--- src/hdl/assert_macros.svh ---
// Assertion macros shared by the RTL modules of the text console writer
`ifndef ASSERT_MACROS_SVH
`define ASSERT_MACROS_SVH
`ifndef SYNTHESIS
`define TCW_ASSERT_NOW(label, ante, cons) \
  label: assert property (@(posedge clk) disable iff (!rst_n) (ante) |-> (cons)) \
    else $error("assertion failed");
`define TCW_ASSERT_NEXT(label, ante, cons) \
  label: assert property (@(posedge clk) disable iff (!rst_n) (ante) |=> (cons)) \
    else $error("assertion failed");
`else
`define TCW_ASSERT_NOW(label, ante, cons)
`define TCW_ASSERT_NEXT(label, ante, cons)
`endif
`endif

--- src/hdl/tcw_pkg.sv ---
// Types, constants and helper functions of the text console writer
`default_nettype none
package tcw_pkg;

  localparam int CFG_IDX_W  = 2;
  localparam int CFG_DATA_W = 8;

  localparam logic [1:0] REG_WIDTH  = 2'd0;
  localparam logic [1:0] REG_HEIGHT = 2'd1;
  localparam logic [1:0] REG_DCOLOR = 2'd2;

  localparam logic [6:0] WIDTH_RST  = 7'd80;
  localparam logic [4:0] HEIGHT_RST = 5'd25;
  localparam logic [7:0] DCOLOR_RST = 8'd13;

  localparam logic [1:0] OP_FEED  = 2'd0;
  localparam logic [1:0] OP_READ  = 2'd1;
  localparam logic [1:0] OP_CLEAR = 2'd2;

  localparam logic [7:0] CH_NUL   = 8'h00;
  localparam logic [7:0] CH_BS    = 8'h08;
  localparam logic [7:0] CH_LF    = 8'h0A;
  localparam logic [7:0] CH_ESC   = 8'h1B;
  localparam logic [7:0] CH_SPACE = 8'h20;
  localparam logic [7:0] CH_DEL   = 8'h7F;
  localparam logic [7:0] BLINK    = 8'b1000_0000;

  localparam logic [2:0] KIND_NONE  = 3'd0;
  localparam logic [2:0] KIND_FG    = 3'd1;
  localparam logic [2:0] KIND_BG    = 3'd2;
  localparam logic [2:0] KIND_COLOR = 3'd3;
  localparam logic [2:0] KIND_GLYPH = 3'd4;

  typedef enum logic [2:0] {
    PH_IDLE, PH_ESC, PH_ONE, PH_TWO_A, PH_TWO_B
  } esc_phase_t;

  typedef enum logic [1:0] {
    ACT_NONE, ACT_DRAW, ACT_SCROLL, ACT_DRAW_REDO
  } act_t;

  typedef enum logic [3:0] {
    ST_INIT, ST_IDLE, ST_DECODE, ST_SCR_RD, ST_SCR_WR, ST_DRAW, ST_READ, ST_CLEAR, ST_DONE
  } ctrl_state_t;

  typedef struct packed {
    logic load_item;
    logic apply_dec;
    logic scan_start;
    logic scan_rd;
    logic scan_wr;
    logic clr_wr;
    logic init_wr;
    logic draw_wr;
    logic col_zero;
    logic rd_issue;
    logic out_load;
  } tcw_cmd_t;

  typedef struct packed {
    act_t act;
    logic col_full;
    logic win_empty;
    logic scan_last;
    logic init_last;
    logic out_busy;
  } tcw_sts_t;

  function automatic logic [3:0] hex_val(input logic [7:0] b);
    logic [3:0] v;
    v = 4'd0;
    if (b >= "0" && b <= "9") v = 4'(b - "0");
    else if (b >= "a" && b <= "f") v = 4'(b - "a" + 8'd10);
    else if (b >= "A" && b <= "F") v = 4'(b - "A" + 8'd10);
    return v;
  endfunction

endpackage
`default_nettype wire

--- src/hdl/tcw_ctrl.sv ---
// Controller state machine of the text console writer
`default_nettype none
`include "assert_macros.svh"
module tcw_ctrl (
  input  wire logic          clk,
  input  wire logic          rst_n,
  input  wire logic          in_valid,
  input  wire logic [1:0]    in_op,
  output logic               in_ready,
  input  wire tcw_pkg::tcw_sts_t sts,
  output tcw_pkg::tcw_cmd_t  cmd
);
  import tcw_pkg::*;

  ctrl_state_t state_r, state_nxt;
  logic        ret_r, ret_nxt;    // scroll was started by a wrapping glyph
  logic        redo_r, redo_nxt;  // byte must be decoded again after the draw

  always_ff @(posedge clk) begin
    if (!rst_n) begin
      state_r <= ST_INIT;
      ret_r   <= 1'b0;
      redo_r  <= 1'b0;
    end else begin
      state_r <= state_nxt;
      ret_r   <= ret_nxt;
      redo_r  <= redo_nxt;
    end
  end

  always_comb begin
    state_nxt = state_r;
    ret_nxt   = ret_r;
    redo_nxt  = redo_r;
    unique case (state_r)
      ST_INIT: if (sts.init_last) state_nxt = ST_IDLE;
      ST_IDLE: begin
        if (in_valid) begin
          unique case (in_op)
            OP_FEED:  state_nxt = ST_DECODE;
            OP_READ:  state_nxt = ST_READ;
            OP_CLEAR: state_nxt = sts.win_empty ? ST_DONE : ST_CLEAR;
            default:  state_nxt = ST_DONE;
          endcase
        end
      end
      ST_DECODE: begin
        unique case (sts.act)
          ACT_NONE: state_nxt = ST_DONE;
          ACT_SCROLL: begin
            ret_nxt   = 1'b0;
            state_nxt = sts.win_empty ? ST_DONE : ST_SCR_RD;
          end
          default: begin
            redo_nxt = (sts.act == ACT_DRAW_REDO);
            if (sts.col_full) begin
              ret_nxt   = 1'b1;
              state_nxt = sts.win_empty ? ST_DRAW : ST_SCR_RD;
            end else begin
              state_nxt = ST_DRAW;
            end
          end
        endcase
      end
      ST_SCR_RD: state_nxt = ST_SCR_WR;
      ST_SCR_WR: begin
        if (sts.scan_last) state_nxt = ret_r ? ST_DRAW : ST_DONE;
        else state_nxt = ST_SCR_RD;
      end
      ST_DRAW: begin
        redo_nxt  = 1'b0;
        state_nxt = redo_r ? ST_DECODE : ST_DONE;
      end
      ST_READ:  state_nxt = ST_DONE;
      ST_CLEAR: if (sts.scan_last) state_nxt = ST_DONE;
      ST_DONE:  if (!sts.out_busy) state_nxt = ST_IDLE;
      default:  state_nxt = ST_INIT;
    endcase
  end

  always_comb begin
    cmd      = '0;
    in_ready = 1'b0;
    unique case (state_r)
      ST_INIT: cmd.init_wr = 1'b1;
      ST_IDLE: begin
        in_ready      = 1'b1;
        cmd.load_item = in_valid;
      end
      ST_DECODE: begin
        cmd.apply_dec = 1'b1;
        if (sts.act == ACT_SCROLL || ((sts.act == ACT_DRAW || sts.act == ACT_DRAW_REDO)
            && sts.col_full)) begin
          cmd.scan_start = 1'b1;
          cmd.col_zero   = sts.win_empty;
        end
      end
      ST_SCR_RD: cmd.scan_rd = 1'b1;
      ST_SCR_WR: begin
        cmd.scan_wr  = 1'b1;
        cmd.col_zero = sts.scan_last;
      end
      ST_DRAW:  cmd.draw_wr = 1'b1;
      ST_READ:  cmd.rd_issue = 1'b1;
      ST_CLEAR: cmd.clr_wr = 1'b1;
      ST_DONE:  cmd.out_load = !sts.out_busy;
      default: ;
    endcase
  end

  `TCW_ASSERT_NEXT(a_item_leaves_idle, cmd.load_item, state_r != ST_IDLE)
  `TCW_ASSERT_NOW(a_no_overwrite, cmd.out_load, !sts.out_busy)
  `TCW_ASSERT_NEXT(a_read_then_write, state_r == ST_SCR_RD, state_r == ST_SCR_WR)

endmodule
`default_nettype wire

--- config.mk ---
export PLATFORM = sky130hd
export DESIGN_NAME = tcw_ctrl
export DESIGN_NICKNAME = d
export VERILOG_FILES = /design/src/hdl/tcw_pkg.sv /design/src/hdl/tcw_ctrl.sv
export VERILOG_INCLUDE_DIRS = /design/src /design/src/hdl
export SDC_FILE = /design/constraint.sdc
export NUM_CORES = 1
export LEC_CHECK = 0
export ABC_AREA = 1
export BUFFER_PORTS_ARGS = -buffer_cell sky130_fd_sc_hd__buf_2
export CORE_MARGIN = 2
export CORE_UTILIZATION = 40
export CTS_CLUSTER_SIZE = 14
export DETAILED_ROUTE_END_ITERATION = 16
export PLACE_DENSITY = 0.74
export SLEW_MARGIN = 20
export SYNTH_ARGS = -nofsm -noshare
export SYNTH_HDL_FRONTEND = slang
export SYNTH_SLANG_ARGS = --single-unit
--- constraint.sdc ---
create_clock -name clk -period 2.8 [get_ports clk]
set_clock_uncertainty 0.2 [all_clocks]
set_input_delay 0.14 -clock clk [delete_from_list [all_inputs] [get_ports clk]]
set_output_delay 0.14 -clock clk [all_outputs]
set_load 0.05 [all_outputs]
======== Word-level counts from Yosys, hierarchy flattened ========
Cells that the tools add are included.
word-level totals
  register bits after elaboration ......... 6
  bits in latches ......................... 0
  bits in writable memories ............... 0
  ROM bits ................................ 0
  output and inout port bits .............. 12
  word-level logic and storage cells ...... 66
  memories kept ........................... 0
operators by class
  add/sub/neg operators ................... 0
  multiply operators ...................... 0
  divide/modulo/power cells ............... 0
  $lt $le $gt $ge ......................... 0
  eq/ne operators ......................... 18
  shift operators ......................... 0
  multiplexer cells ....................... 31
  bitwise gates (word level) .............. 1
  reduce and logical (&&, ||, !) cells .... 13
operators with widths
  cell                number
  $mux 4              9
  $pmux 4 s9          1
  $eq 4x3->1 const B  4
  $mux 1              13
  $pmux 4 s3          1
  $ne 2x2->1 const B  5
  $eq 4x2->1 const B  2
  $pmux 4 s2          1
  $eq 2x2->1 const B  3
  $mux 3              2
  $pmux 1 s2          3
  $eq 2x1->1 const B  2
  $eq 4x1->1 const B  1
  $eq 4x4->1 const B  1
  $logic_not 2->1     2
  $logic_not 4->1     1
  $reduce_and 4->1    1
  $reduce_bool 2->1   2
  $reduce_and 3->1    1
  $logic_or 1x1->1    2
  $mux 2              1
  $reduce_and 2->1    1
  $reduce_or 2->1     1
  $logic_and 1x1->1   1
  other kinds (2)     2

======== Logic depth before layout (Yosys ltp) ========
  depth after elaboration ................. 6
  depth in mapped cells ................... 9
  depth with buffers taken out ............ 9

======== Worst setup path before layout ========
Ideal clock, no wire load.
  path type ............................... reg-to-output
  start ................................... register state_r[1]
  end ..................................... output cmd[0] in the netlist's numbering
  arrival time ............................ 2,056 ps
  slack ................................... 404 ps
  stages on the path, launching flop included .. 4
  path buffers ............................ 0
  cells stage by stage .................... dfxtp_1 -> nor2_4 -> inv_2 -> nor4_1
RTL lines
  what                    line            RTL
  from (decl)             tcw_ctrl.sv:15  ctrl_state_t state_r, state_nxt;
  from (signal assigned)  tcw_ctrl.sv:25  state_r <= state_nxt;
  to (decl)               tcw_ctrl.sv:11  output tcw_pkg::tcw_cmd_t cmd

==> summary.md <==
| Metric | Value |
|---|---|
| Clock Pin Slew Worst Setup and Hold Paths | 0.05 ns |
| Rel. slew slack | 79.89% |
| Antenna violations before repair | 0 |
| Clk sinks | 6 |
| Initial Util | 44.21% |
| Post-route minimum period | 2.092 ns |
| Met2 usage | 35.15% |
| Mapped cell area | 596.8 um2 |
| Routed wire length | 1661 um |
| Core Area | 1350 um2 |
| Tightest hold margin | 0.001180 ns |
| Routed len/inst | 11.00 um |
| First-pass GRT wire length | 2773 um |
| # DRC | 0 |
| Finished layout cell area | 753.2 um2 |
| Yosys warnings | 0 |
| Global routing met1 resource utilization | 23.06% |
| Most crowded layer after global routing | met2 |
| CTS tree | done |
| Period utilization | 74.73% |
| Routed vias/inst | 4.993 |
| # Post-CTS Setup Buffers | 0 |
| Drt pass-1 iters | 4 |
| Met3 Use GR | 7.328% |
| Max cap viols | 0 |
| Crit-path max FO | 4 |
| Die W | 42.63 um |
| Die Y | 42.63 um |
| Status | completed |
| Post-DP Area | 730.7 um2 |
| Hold buffer count at cts | 0 |
| Layout cells sized above 1 | 31.62% |
| Post-DRT Antenna Nets | 0 |
| Drt first-iter violations | 23 |
| Seq cells post-synth | 6 |
| Most common cell after layout, fill and taps aside | nand2_1 |
| CP endpoint kind | output pin |
| Syn avg cell area | 5.426 um2 |
| Setup tns final | 0 ns |
| Vias after detailed routing | 754 |
| Vias in the first global route | 691 |
| Largest net degree at the start of global routing | 8 |
| GRT Residual Overflow | 0 |
| CTS Buffer Depth | 2 |
| Cell count after synthesis | 110 |
| RSZ-0062 raised after global routing | no |
| # setup viols final | 0 |
| Lkg Pwr | 0.4340 nW |
| Power Density | 830.1 nW/um2 |
| Fmax | 477.9 MHz |
| DIE AREA | 1817 um2 |
| Port Buffers | 23 |
| Final Hold Fails | 0 |
| Routability cong. | 0.8503 |
| Number of cell rows | 13 |
| Crit path DAT | 1.75 ns |
| Cts repair resizes | 0 |
| # IOs | 24 |
| CP Data Required Time | 2.46 ns |
| Post-synthesis net count | 122 |
| Worst setup path class | reg -> out |
| Clk Latency, worst-skew pair | 0.25 ns |
| Antenna cells | 0 |
| CTS buffer count | 3 |
| Startpoint types | flip-flop |
| Hpwl dp | 1364 um |
| Root buffer cell | clkbuf_4 |
| Peak VDD IR | 308.7 uV |
| CTS H-tree depth | 1 |
| Worst slew pin tran | 0.3012 ns |
| Seq/Total Area, Yosys | 20.13% |
| Tot GR Track Use | 19.95% |
| Nets@finish | 150 |
| Min-delay worst type | in -> reg |
| Count of different cell masters after synthesis | 17 |
| Synthesis-to-finish area growth | 26.21% |
| Leading cell types in the layout, fill and taps excluded | 29 x nand2_1, 23 x buf_2, 16 x inv_1 |
| Slew Limit Fails | 0 |
## layout make-up
class | count | area, um2
fillers | 165 | 596.8
multi-input cells | 84 | 401.6
flip-flops and latches | 6 | 120.1
repair buffers | 23 | 115.1
inverters | 20 | 75.07
clock buffers | 3 | 22.52
well taps | 15 | 18.77
## synth_stat cells
master	count	area, um2
nor2_1	14	52.55
nand3b_1	1	7.510
dfxtp_1	6	120.1
a21oi_1	7	35.03
o21ai_1	4	20.02
nor2_2	5	31.28
o21ai_0	3	15.01
nand4_1	2	12.51
nor2_4	2	22.52
inv_1	16	60.06
nor4_1	1	6.260
nand3_1	9	45.04
nand2_2	5	31.28
nand2_1	29	108.9
inv_2	4	15.01
a211oi_1	1	7.510
or2_2	1	6.260
## power by group
| part | internal, mW | total (mW) | switching, mW |
|---|---|---|---|
| Clock | 0.0487 | 0.0826 | 0.0340 |
| Combinational | 0.106 | 0.413 | 0.306 |
| Sequential | 0.103 | 0.130 | 0.0274 |
## stage by stage
| step | setup slack [ns] | std cells | util, % | power [mW] |
|---|---|---|---|---|
| 2_1_floorplan | 0.4035 | 110 | - | 0.4475 |
| 3_3_place_gp | 1.070 | 148 | 54.12 | 0.5340 |
| 3_5_place_dp | 1.015 | 148 | 54.12 | 0.5408 |
| 4_1_cts | 0.7479 | 151 | 55.79 | 0.6228 |
| 5_1_grt | 0.6267 | 151 | 55.79 | 0.6696 |
| 6_report | 0.7075 | 151 | 55.79 | 0.6253 |
## state kept, by name (all words and copies together), names as in the netlist
signal	flops
redo_r	1
ret_r	1
state_r	4
## final timing paths
check	from	to	slack [ns]	cells past startpoint
worst max register to register	state_r[3]	ret_r	1.24	5
worst max-delay path	state_r[3]	cmd[2]	0.71	5
worst min register to register	ret_r	ret_r	0.29	2
worst min-delay path	sts[4]	ret_r	0.001	3
## critical path: stages, from the launching register on
cell and delay (ns):
dfxtp_1 0.34, nor2_1 0.25, nand3_1 0.17, or2_2 0.34
o21ai_1 0.12, buf_2 0.27
## per-layer routing
layer,wire length (um),vias up
met3,108,2
met1,758,322
li1,-,398
met5,0,-
met4,5,0
met2,788,32
## cells by family after synthesis
family	synth area share, %
AND/OR/NAND/NOR	54.30
buffers and inverters	12.58
AO/OA/AOI/OAI	13.00
flip-flops	20.13
No activity file was read; power rests on OpenSTA's default activity.
